`src/hdl/lac_pkg.sv`:
```
// ============================================================================
// lac_pkg: shared types and constants of the layer alpha compositor
// Command kinds, back-end states, configuration view and blend helpers.
// ============================================================================
package lac_pkg;

  localparam int OUT_ROWS   = 256;
  localparam int DESC_COUNT = 4;
  localparam int Q_DEPTH    = 2;
  localparam int DIV_STEPS  = 9;

  localparam logic [1:0] OP_WRITE = 2'd0;
  localparam logic [1:0] OP_COMP  = 2'd1;
  localparam logic [1:0] OP_READ  = 2'd2;

  localparam logic [3:0] CFG_OUT_WIDTH  = 4'd0;
  localparam logic [3:0] CFG_OUT_HEIGHT = 4'd1;
  localparam logic [3:0] CFG_ZOOM       = 4'd2;
  localparam logic [3:0] CFG_WORLD      = 4'd3;
  localparam logic [3:0] CFG_LAYER0     = 4'd4;
  localparam logic [3:0] CFG_LAYER1     = 4'd5;
  localparam logic [3:0] CFG_LAYER2     = 4'd6;
  localparam logic [3:0] CFG_LAYER3     = 4'd7;

  typedef logic signed [17:0] coord_t;

  typedef enum logic [1:0] {
    K_WRITE,
    K_COMP,
    K_READ,
    K_ZERO
  } cmd_kind_t;

  typedef enum logic [3:0] {
    ST_CLEAR,
    ST_IDLE,
    ST_RD,
    ST_DIV,
    ST_OCLR,
    ST_LSET1,
    ST_LSET2,
    ST_PRE,
    ST_PIX,
    ST_PWAIT,
    ST_PWB,
    ST_DONE
  } bst_t;

  typedef struct packed {
    cmd_kind_t   kind;
    logic [1:0]  sel;
    logic [7:0]  x;
    logic [7:0]  y;
    logic [31:0] pix;
  } cmd_t;

  typedef struct packed {
    logic [8:0]                  ow;
    logic [8:0]                  oh;
    logic [15:0]                 zoom;
    logic [2:0]                  wcount;
    logic [DESC_COUNT-1:0][42:0] desc;
  } cfg_t;

  typedef struct packed {
    logic busy_clear;
    logic pop;
  } bk_stat_t;

  // exact v / 255 for v up to 255 * 255
  function automatic logic [7:0] div255(input logic [15:0] v);
    logic [16:0] t;
    t = {1'b0, v} + 17'd1 + 17'(v[15:8]);
    return t[15:8];
  endfunction

endpackage

```
`src/hdl/lac_front.sv`:
```
// ============================================================================
// lac_front: input decode and command queue
// Classifies incoming items and holds them in a short queue for the back end.
// ============================================================================
module lac_front #(
  parameter int LAYERS           = 4,
  parameter int MAX_LAYER_WIDTH  = 256,
  parameter int MAX_LAYER_HEIGHT = 256
) (
  input  logic              clk,
  input  logic              rst_n,
  input  logic              in_tvalid,
  output logic              in_tready,
  input  logic [47:0]       in_tdata,
  input  logic [3:0]        in_tuser,
  input  logic [8:0]        ow,
  input  logic [8:0]        oh,
  input  lac_pkg::bk_stat_t bk_stat,
  output lac_pkg::cmd_t     q_head,
  output logic              q_valid
);
  import lac_pkg::*;

  logic [1:0]  op;
  logic        keep;
  cmd_t        cmd;
  logic        push;
  cmd_t        q_mem [Q_DEPTH];
  logic        wp_r, rp_r;
  logic [1:0]  cnt_r;

  assign op = in_tuser[1:0];

  always_comb begin
    cmd.sel  = in_tuser[3:2];
    cmd.x    = in_tdata[7:0];
    cmd.y    = in_tdata[15:8];
    cmd.pix  = in_tdata[47:16];
    cmd.kind = K_WRITE;
    keep     = 1'b0;
    case (op)
      OP_WRITE: begin
        keep = (int'(cmd.sel) < LAYERS) && (int'(cmd.x) < MAX_LAYER_WIDTH) &&
               (int'(cmd.y) < MAX_LAYER_HEIGHT);
      end
      OP_COMP: begin
        keep     = 1'b1;
        cmd.kind = K_COMP;
      end
      OP_READ: begin
        keep     = 1'b1;
        cmd.kind = ((9'(cmd.x) < ow) && (9'(cmd.y) < oh)) ? K_READ : K_ZERO;
      end
      default: keep = 1'b0;
    endcase
  end

  assign in_tready = !bk_stat.busy_clear && (cnt_r != 2'(Q_DEPTH));
  assign push      = in_tvalid && in_tready && keep;
  assign q_valid   = (cnt_r != 2'd0);
  assign q_head    = q_mem[rp_r];

  always_ff @(posedge clk) begin
    if (push) begin
      q_mem[wp_r] <= cmd;
    end
  end

  always_ff @(posedge clk) begin
    if (!rst_n) begin
      wp_r  <= 1'b0;
      rp_r  <= 1'b0;
      cnt_r <= 2'd0;
    end else begin
      if (push) wp_r <= ~wp_r;
      if (bk_stat.pop) rp_r <= ~rp_r;
      cnt_r <= cnt_r + 2'(push) - 2'(bk_stat.pop);
    end
  end

endmodule

```
`config.mk`:
```
export PLATFORM = sky130hd
export DESIGN_NAME = lac_front
export DESIGN_NICKNAME = d
export VERILOG_FILES = /design/src/hdl/lac_pkg.sv /design/src/hdl/lac_front.sv
export SDC_FILE = /design/constraint.sdc
export NUM_CORES = 1
export LEC_CHECK = 0
export ABC_AREA = 1
export CORE_MARGIN = 5
export CORE_UTILIZATION = 35
export CTS_CLUSTER_DIAMETER = 150
export DETAILED_ROUTE_END_ITERATION = 6
export DONT_BUFFER_PORTS = 1
export GPL_TIMING_DRIVEN = 0
export MAX_ROUTING_LAYER = met4
export SYNTH_ARGS = -nofsm -noshare
export SYNTH_HDL_FRONTEND = slang
export SYNTH_SLANG_ARGS = --single-unit
```
`constraint.sdc`:
```
create_clock -name clk -period 6.9 [get_ports clk]
set_input_delay 1.38 -clock clk [delete_from_list [all_inputs] [get_ports clk]]
set_output_delay 1.38 -clock clk [all_outputs]
set_load 0.02 [all_outputs]
```
Word level (Yosys, flattened, before mapping)
Memories as Yosys holds them, arrays and structs flattened. A register that Yosys moved wholly into a read port is not among the register bits.
Cells that the tools add are included.
Storage, ports and cells
  flip-flop bits (word level): 4
  bits in latches: 0
  RAM bits: 104
  ROM bits: 0
  input bits: 75
  output and inout bits: 54
  memories kept: 1
Operators by class
  $add $sub $neg: 2
  multipliers: 0
  div/mod/pow operators: 0
  magnitude comparators: 2
  equality and inequality tests: 3
  shift operators: 0
  multiplexer cells: 7
  bitwise logic cells: 2
  reduce and logical (&&, ||, !) cells: 8
Memory list
  q_mem: words 2, bits a word 52, read ports 1, clocked after Yosys merged registers in 1, wr ports 1, RTL line lac_front.sv:28  | cmd_t q_mem [Q_DEPTH];
Operators by type and width (count)
  $lt A8 B9 Y1: 2
  $mux W1: 6
  $logic_and A1 B1 Y1: 4
  $pmux W2 S2: 1
  $reduce_or A3 Y1: 1
  $add A2 B1 Y2: 1
  $eq A2 B1 Y1 const B: 1
  $eq A2 B2 Y1 const B: 1
  $logic_not A2 Y1: 1
  $ne A2 B2 Y1 const B: 1
  $not A1 Y1: 2
  $reduce_bool A2 Y1: 1
  $sub A2 B1 Y2: 1
  $logic_not A1 Y1: 1

Longest topological paths before layout
Gate-level depths: netlist of the first run.
  word-level depth: 6
  depth in mapped cells: 10

Worst setup path after synthesis of the first run
OpenSTA, ideal clock, no wires.
  kind: input to register
  from: input port in_tuser[0]
  to: memory q_mem[1][0] in the netlist's numbering, enable pin
  setup time: 0.463 ns
  arrival time: 3.986 ns
  required time: 6.437 ns
  setup slack: 2.451 ns
  stages on the path: 4
  cell sequence: ha_1 nor2_1 nand2_2 nor2_1
Between the ends
  cells in the longest elaborated chain, start to end: 6
  elaborated cells on any way between the ends: 8
RTL lines
  from (decl): RTL line lac_front.sv:15  | input logic [3:0] in_tuser,
  $eq A2 B2 Y1, or another cell as far along: RTL line lac_front.sv:41  | case (op)
  $reduce_or A3 Y1 (no source line) *
  $mux W1 *: RTL line lac_front.sv:41
  $logic_and A1 B1 Y1 *: RTL line lac_front.sv:59  | assign push = in_tvalid && in_tready && keep;
  $mux W1 *: RTL line lac_front.sv:64  | if (push) begin
  $mux W1 (implied by the code) *: RTL line lac_front.sv:65  | q_mem[wp_r] <= cmd;
  to (decl): RTL line lac_front.sv:28
Mark *: on every way between the ends. The rest lies on a longest branch, timed or not.

Final worst setup path of the first run
  from: input port bk_stat[1] in the netlist's numbering
  to: output port in_tready
Between the ends
  cells in the longest elaborated chain, start to end: 2
RTL lines
  from (decl): RTL line lac_front.sv:18  | input lac_pkg::bk_stat_t bk_stat,
  $logic_not A1 Y1: RTL line lac_front.sv:58  | assign in_tready = !bk_stat.busy_clear && (cnt_r != 2'(Q_DEPTH));
  $logic_and A1 B1 Y1: RTL line lac_front.sv:58
  to (decl): RTL line lac_front.sv:13  | output logic in_tready,
Every way passes these cells.

==> key figures, run 1 <==
Detailed routing
  • Final wirelength: 8130 microns
  • Post-route ant nets: 0
  • Via count: 2128
  • Drt first pass iters: 4
  • DRT iter0 DRCs: 91
  • Routed wire per std cell: 17.3 microns
  • Drc violations: 0
  • Vias per cell: 4.54

Critical path
  • Worst path bufs/invs: 0
  • Critical path's slowest cell: a21oi_2
  • Worst path top cell family by delay: compound AO/OA/AOI/OAI gates
  • Max incr delay on CP: 290 ps
  • Critical path capture point type: output port
  • Setup crit start kind: input pin
  • Chain of cells forming the critical path: a21oi_2
  • Crit-path max FO: 2
  • Critical path type: in2out
  • Critical Path RT: 5520 ps
  • Arrival time at the worst endpoint: 1670 ps

CTS
  • Post-CTS Resized: 0
  • Clock Latency Late Sink: 340 ps
  • Post-CTS Setup Bufs: 0
  • CTS H-Tree Depth: 3
  • CTS Buf Count: 9
  • Clock transition at path regs: 70 ps
  • Clock sinks: 109
  • Hold-fix buffers, CTS: 0
  • Deepest clock path buffer count: 2
  • Clock Tree Root: clkbuf_16
  • CTS tree: yes

Floorplanning
  • DIE AREA: 0.0159 sq mm
  • I/O Pins: 129
  • Total core area: 0.0132 sq mm
  • Die width: 126 microns
  • Die H: 126 microns
  • Initial core utilization: 35.6%
  • Row count: 42

Global route
  • Initial antenna violation count: 0
  • Top Usage Layer GRT: met2
  • Routing usage on met1: 11.3%
  • Grt total ovfl: 0
  • Met2 Track Usage GR: 16.9%
  • GRT Total Usage: 10.5%
  • Routing usage on met3: 4.49%
  • Vias in the first global route: 2280
  • Pin count of the biggest net entering global routing: 29
  • First-pass GRT wire length: 12300 microns

STA
  • Endpoints failing hold: 0
  • Layout Skew: 6.58 ps
  • Worst slew pin tran: 809 ps
  • Slew Limit Fails: 0
  • RSZ-0062 raised after global routing: false
  • Hold slack: 507 ps
  • Final Setup Violations: 0
  • Crit share post-route: 44.3%
  • Fmax: 327 MHz
  • Setup TNS: 0 ps
  • Final min period: 3050 ps
  • Slew Limit Headroom: 45.9%

Yosys
  • Mapped Area: 0.00472 sq mm
  • Sequential cell area fraction in the yosys report: 68.3%
  • Synth top area cells: edfxtp_1, mux2_4, ha_1
  • Yosys top cell area share: 66.2%
  • Avg Cell Area, Syn: 17.2 sq um
  • Yosys warns: 0
  • Flops & latches, synth: 109
  • Mapped Cells: 275
  • Netlist cell types: 19
  • Largest area contributor in the netlist: edfxtp_1
  • Post-Syn Nets: 369

Power and ir drop
  • VDD IR max: 101 uV
  • Pleak: 0.00203 uW
  • P per Cell Area: 268 mW/mm^2

Run
  • Max-cap violations: 0

Finish
  • Nets@finish: 382
  • Ratio of cells with drive above 1 in the final layout: 28.0%
  • Area growth syn-to-layout: 12.0%
  • Ant diodes: 0

Placement
  • Final RePlAce weighted congestion: 0.728
  • I/O Buffers: 0
  • Detailed placement HPWL: 6000 microns

Status
  • Status: finished, final reports clean

Min path
  • Worst hold path type: reg2reg
[sequential cells by signal, indices dropped and copies added (netlist names), named ones only]
| name | count |
|---|---|
| wp_r | 1 |
| q_mem | 104 |
| rp_r | 1 |
| cnt_r | 2 |
[final cells by class]
type	instances	area (sq um)
plain buffers	6	111
clock buffers	9	225
clock inverters	7	66.3
fillers	1246	7960
inverters	35	131
multi-input cells	125	1270
flip-flops and latches	109	3220
well taps	176	220
repair buffers	2	40.0
[where the power goes]
part	switching, uW	internal (uW)
Clock	223	279
Sequential	6.77	752
Combinational	90.4	65.4
Total	320	1100
[worst min-delay path, delay by kind of cell, from the launching register on]
family           cells  cell delay (ps)
DFF                  1              330
and+or+nand+nor      2              150
[cell families (layout without fill, tap and decap cells)]
kind of cell / count (synthesis) / count (layout) / synth area share, %
compound gates: 9 / 9 / 1.11
xor+xnor: 1 / 1 / 0.186
fa+ha+maj: 19 / 19 / 5.04
buf+inv: 41 / 59 / 5.14
flops: 109 / 109 / 68.3
mux: 52 / 52 / 16.4
simple gates: 44 / 44 / 3.82
[placed cells by master (no fill, tap or decap)]
cell type,Yosys,final
a21oi_2,2,2
or2_2,1,1
nand3_1,2,2
nand2_1,26,26
clkinv_1,0,2
nor2_1,11,9
xor2_1,1,1
clkinv_2,0,1
ha_1,19,19
inv_2,2,2
and3_1,3,3
nand2_2,1,1
mux2_2,2,2
buf_12,5,7
inv_1,33,33
edfxtp_1,104,104
mux2_4,50,50
o21ai_0,4,4
a21oi_1,3,3
buf_6,1,1
clkinv_4,0,1
bufinv_16,0,1
dfxtp_1,5,5
clkbuf_16,0,9
nor2_4,0,2
clkinvlp_4,0,2
[stage by stage]
step / utilization, % / area [sq um] / worst slack [ps] / std cells / power [uW]
final: 39.9 / 5290 / 3850 / 469 / 1420
after global routing: 39.9 / 5290 / 3830 / 469 / 1480
after global placement: 37.3 / 4940 / 1020 / 451 / 929
after detailed placement: 37.7 / 4990 / 3710 / 453 / 934
after CTS: 39.9 / 5290 / 3830 / 469 / 1440
after floorplan: - / 4720 / 2450 / 275 / 906
[Yosys cell counts]
master,number
a21oi_2,2
mux2_4,50
nand2_2,1
or2_2,1
mux2_2,2
nand3_1,2
nand2_1,26
inv_2,2
ha_1,19
inv_1,33
o21ai_0,4
xor2_1,1
dfxtp_1,5
edfxtp_1,104
a21oi_1,3
nor2_1,11
buf_12,5
and3_1,3
buf_6,1
[path summary, 6_finish.rpt]
kind         cells after the start      endpoint  slack [ps]  startpoint
max                              1     in_tready        3850  bk_stat[1]
min                              2          flop         510        rp_r
max reg2reg                      5  q_mem[1][24]        4740    cnt_r[0]
min reg2reg                      2          flop         510        rp_r
[layer usage]
metal  vias to the layer above  routed length [microns]
met3                         9                      790
met4                         0                      131
met5                         -                        0
met2                        86                     3980
met1                      1025                     3220
li1                       1008                        -
No activity file was read; power rests on OpenSTA's default activity.
==> run 2: changes to the inputs <==
Settings changed: ABC_AREA 1 to 0.
Clock period 6.9 ns to 2.68 ns, I/O delays scaled along.
==> run 2 against run 1 <==
Net effect:
- register-to-register slack worse by 4200 ps
- area after synthesis fell by 6.9%
- final cell count fell by 8.7%
- core utilization rose by 0.25 points
- critical endpoint is now q_head[41]
- largest cell class unchanged
- largest power group unchanged
==> key figures, run 2 <==
Status
  • Status: finished, final reports clean

Yosys
  • Yosys warns: 0 (unchanged)
  • Synth Area in Compound Gates: 2.51% (+1.4 points)
  • Post-Syn Nets: 334 (-9.5%)
  • Mapped Area: 0.00439 sq mm (-6.9%)
  • Mux contribution to synthesized area: 13.3% (-3.1 points)
  • Commonest cells post-synth: edfxtp_1, mux2_2, ha_1
  • Flops & latches, synth: 109 (unchanged)
  • Synth top area cells: edfxtp_1, mux2_2, ha_1
  • Async SR Flop Fraction: 0% (unchanged)
  • Sequential cell area fraction in the yosys report: 73.4% (+5.1 points)
  • Largest area contributor in the netlist: edfxtp_1
  • Most frequent cell after synthesis: edfxtp_1
  • Number of synthesized flops with an enable pin: 104 (unchanged)
  • XOR/XNOR Fraction of Synth Area: 0.598% (+0.41 points)
  • Netlist cell types: 28 (+9)
  • Synth Area in Adders: 5.41% (+0.37 points)
  • Yosys top cell area share: 71.1% (+4.9 points)
  • Main combinational cell family by area after synthesis: multiplexers
  • Avg Cell Area, Syn: 18.3 sq um (+6.7%)
  • Main synth FF type: edfxtp_1
  • Simple-gate share of the synthesized area: 2.56% (-1.3 points)
  • Mapped Cells: 240 (-13%)

CTS
  • Hold-fix buffers, CTS: 0 (unchanged)
  • Clock Tree Root: clkbuf_16
  • Post-CTS Setup Bufs: 0 (unchanged)
  • CTS H-Tree Depth: 3 (unchanged)
  • Clock Latency Late Sink: 350 ps (about the same)
  • Post-CTS Resized: 0 (unchanged)
  • Clock sinks: 109 (unchanged)
  • Clock transition at path regs: 70 ps (about the same)
  • CTS Buf Count: 9 (unchanged)
  • Deepest clock path buffer count: 2 (unchanged)
  • CTS tree: yes

Min path
  • Worst Hold Endpoint: q_mem[1][47]
  • Worst hold path type: in2reg
  • Hold path startpoint: in_tdata[7]
  • Worst Hold Depth: 0 (-2)

Placement
  • Placement Cell Area: 0.00461 sq mm (-7.7%)
  • Post-Place Cells: 412 (-9.1%)
  • Detailed placement HPWL: 5500 microns (-8.4%)
  • Final RePlAce weighted congestion: 0.743 (+2.1%)
  • I/O Buffers: 0 (unchanged)

Critical path
  • Critical path capture point type: output port
  • Setup crit start kind: flop
  • Most used cell, CP: buf_2
  • RR Endpoint: q_mem[0][40]
  • Critical path's slowest cell: mux2_2
  • Critical path type: reg2out
  • Chain of cells forming the critical path: buf_2 > buf_2 > mux2_2
  • R2R cell count: 4 (-1)
  • Critical Path RT: 2140 ps (-3380 ps)
  • Max incr delay on CP: 460 ps (+170 ps)
  • Arrival time at the worst endpoint: 1610 ps (-60 ps)
  • Critical R2R Launch: cnt_r[0]
  • Reg2Reg Setup Slack: 560 ps (-4180 ps)
  • Crit-path max FO: 10 (+8)

STA
  • Final Setup Violations: 0 (unchanged)
  • Layout Skew: 8.96 ps (+2.38 ps)
  • Worst slew pin tran: 883 ps (+74.1 ps)
  • RSZ-0062 raised after global routing: false
  • Endpoints failing hold: 0 (unchanged)
  • Fmax: 465 MHz
  • Final min period: 2150 ps
  • Slew Limit Fails: 0 (unchanged)
  • Slew Limit Headroom: 41.1% (-4.8 points)
  • Crit share post-route: 80.2%
  • Setup TNS: 0 ps (unchanged)

Global route
  • First-pass GRT wire length: 12200 microns (-0.45%)
  • Grt total ovfl: 0 (unchanged)
  • Vias in the first global route: 2170 (-4.8%)
  • Initial antenna violation count: 0 (unchanged)
  • GRT Total Usage: 11.7% (+1.2 points)
  • Pin count of the biggest net entering global routing: 54 (+86%)

Detailed routing
  • Drc violations: 0 (unchanged)
  • Drt first pass iters: 4 (unchanged)
  • Routed wire per std cell: 19.0 microns (+9.6%)
  • Post-route ant nets: 0 (unchanged)
  • DRT iter0 DRCs: 122 (+34%)
  • Final wirelength: 8130 microns (about the same)
  • Vias per cell: 4.67 (+2.9%)
  • Via count: 1999 (-6.1%)

Finish
  • Ant diodes: 0 (unchanged)
  • Most frequent cells in the layout: edfxtp_1, mux2_2, ha_1
  • Commonest non-fill, non-tap cell in the layout: edfxtp_1
  • Final Cell Area: 0.00501 sq mm (-5.3%)
  • Area growth syn-to-layout: 14.0%
  • Number of flip-flops under the largest register name: 104 (unchanged)
  • Biggest regs: q_mem x104, cnt_r x2
  • Final Non-Filler Cells: 428 (-8.7%)
  • Ratio of cells with drive above 1 in the final layout: 31.3% (+3.3 points)
  • Largest register by flop count: q_mem
  • Nets@finish: 345 (-9.7%)

Floorplanning
  • Initial core utilization: 35.2% (-0.39 points)
  • DIE AREA: 0.0149 sq mm (-6.4%)
  • Total core area: 0.0125 sq mm (-5.9%)
  • I/O Pins: 129 (unchanged)
  • Die H: 122 microns (-3.2%)
  • Row count: 41 (-2.4%)
  • Die width: 122 microns (-3.2%)

Run
  • Max-cap violations: 0 (unchanged)

Power and ir drop
  • VDD IR max: 341 uV (+240%)
  • P per Cell Area: 812 mW/mm^2 (+200%)
  • Pleak: 0.00175 uW (-14%)
==> run 2: changes by cell type after synthesis, sizes merged, moves of 2 or more <==
cell / previous run / this run
and2: 0 / 5
xnor2: 0 / 2
and4b: 0 / 2
a21o: 0 / 3
inv: 35 / 18
nand2: 27 / 0
and3: 3 / 0
nand2b: 0 / 2
o21ai: 4 / 2
nor2: 11 / 2
a211oi: 0 / 2
==> run 2: worst max path at each step <==
stage / startpoint / end / cells after the start
3_3_place_gp: bk_stat[1] / q_mem[1][16] / 3
2_1_floorplan: bk_stat[1] / q_mem[1][0] / 3
6_report: flop / q_head[41] / 3
3_5_place_dp: bk_stat[1] / q_mem[1][16] / 3
4_1_cts: cnt_r[0] / q_mem[1][19] / 4
5_1_grt: flop / q_head[41] / 3
==> run 2: layer usage <==
layer / global-route usage (%) / part of all wire, %
met1: 11.8 / 38
met5: - / 0
met4: 4.62 / 0.91
met3: 6.13 / 9.5
met2: 19.0 / 52
==> run 2: final cells by class <==
type / count / area, sq um
well taps: 172 / 215
inverters: 18 / 67.6
fillers: 1165 / 7460
flip-flops and latches: 109 / 3220
clock inverters: 6 / 158
multi-input cells: 107 / 1070
plain buffers: 6 / 30.0
clock buffers: 10 / 239
==> run 2: power breakdown <==
group          switching (uW)  internal [uW]  total (uW)
combinational             253            139         392
clock                     579           1130        1710
sequential               18.1           1950        1970
==> run 2: metrics by stage <==
step	utilization [%]	setup slack, ps	power [uW]	hold slack, ps
2_1_floorplan	-	529	2330	550
3_3_place_gp	37.0	57.9	2400	562
4_1_cts	40.1	158	4130	257
5_1_grt	40.2	432	4240	243
6_report	40.2	531	4060	277
3_5_place_dp	37.0	25.6	2410	571
==> run 2: kinds of logic after synthesis <==
kind of cell,count (synthesis)
flops,109
compound gates,17
fa+ha+maj,19
simple gates,16
buf+inv,24
xor+xnor,3
mux,52
==> run 2: worst max-delay path, delay by kind of cell, from the launching register on <==
family | cells | cell delay [ps]
DFF | 1 | 300
buffers and inverters | 2 | 510
muxes | 1 | 460
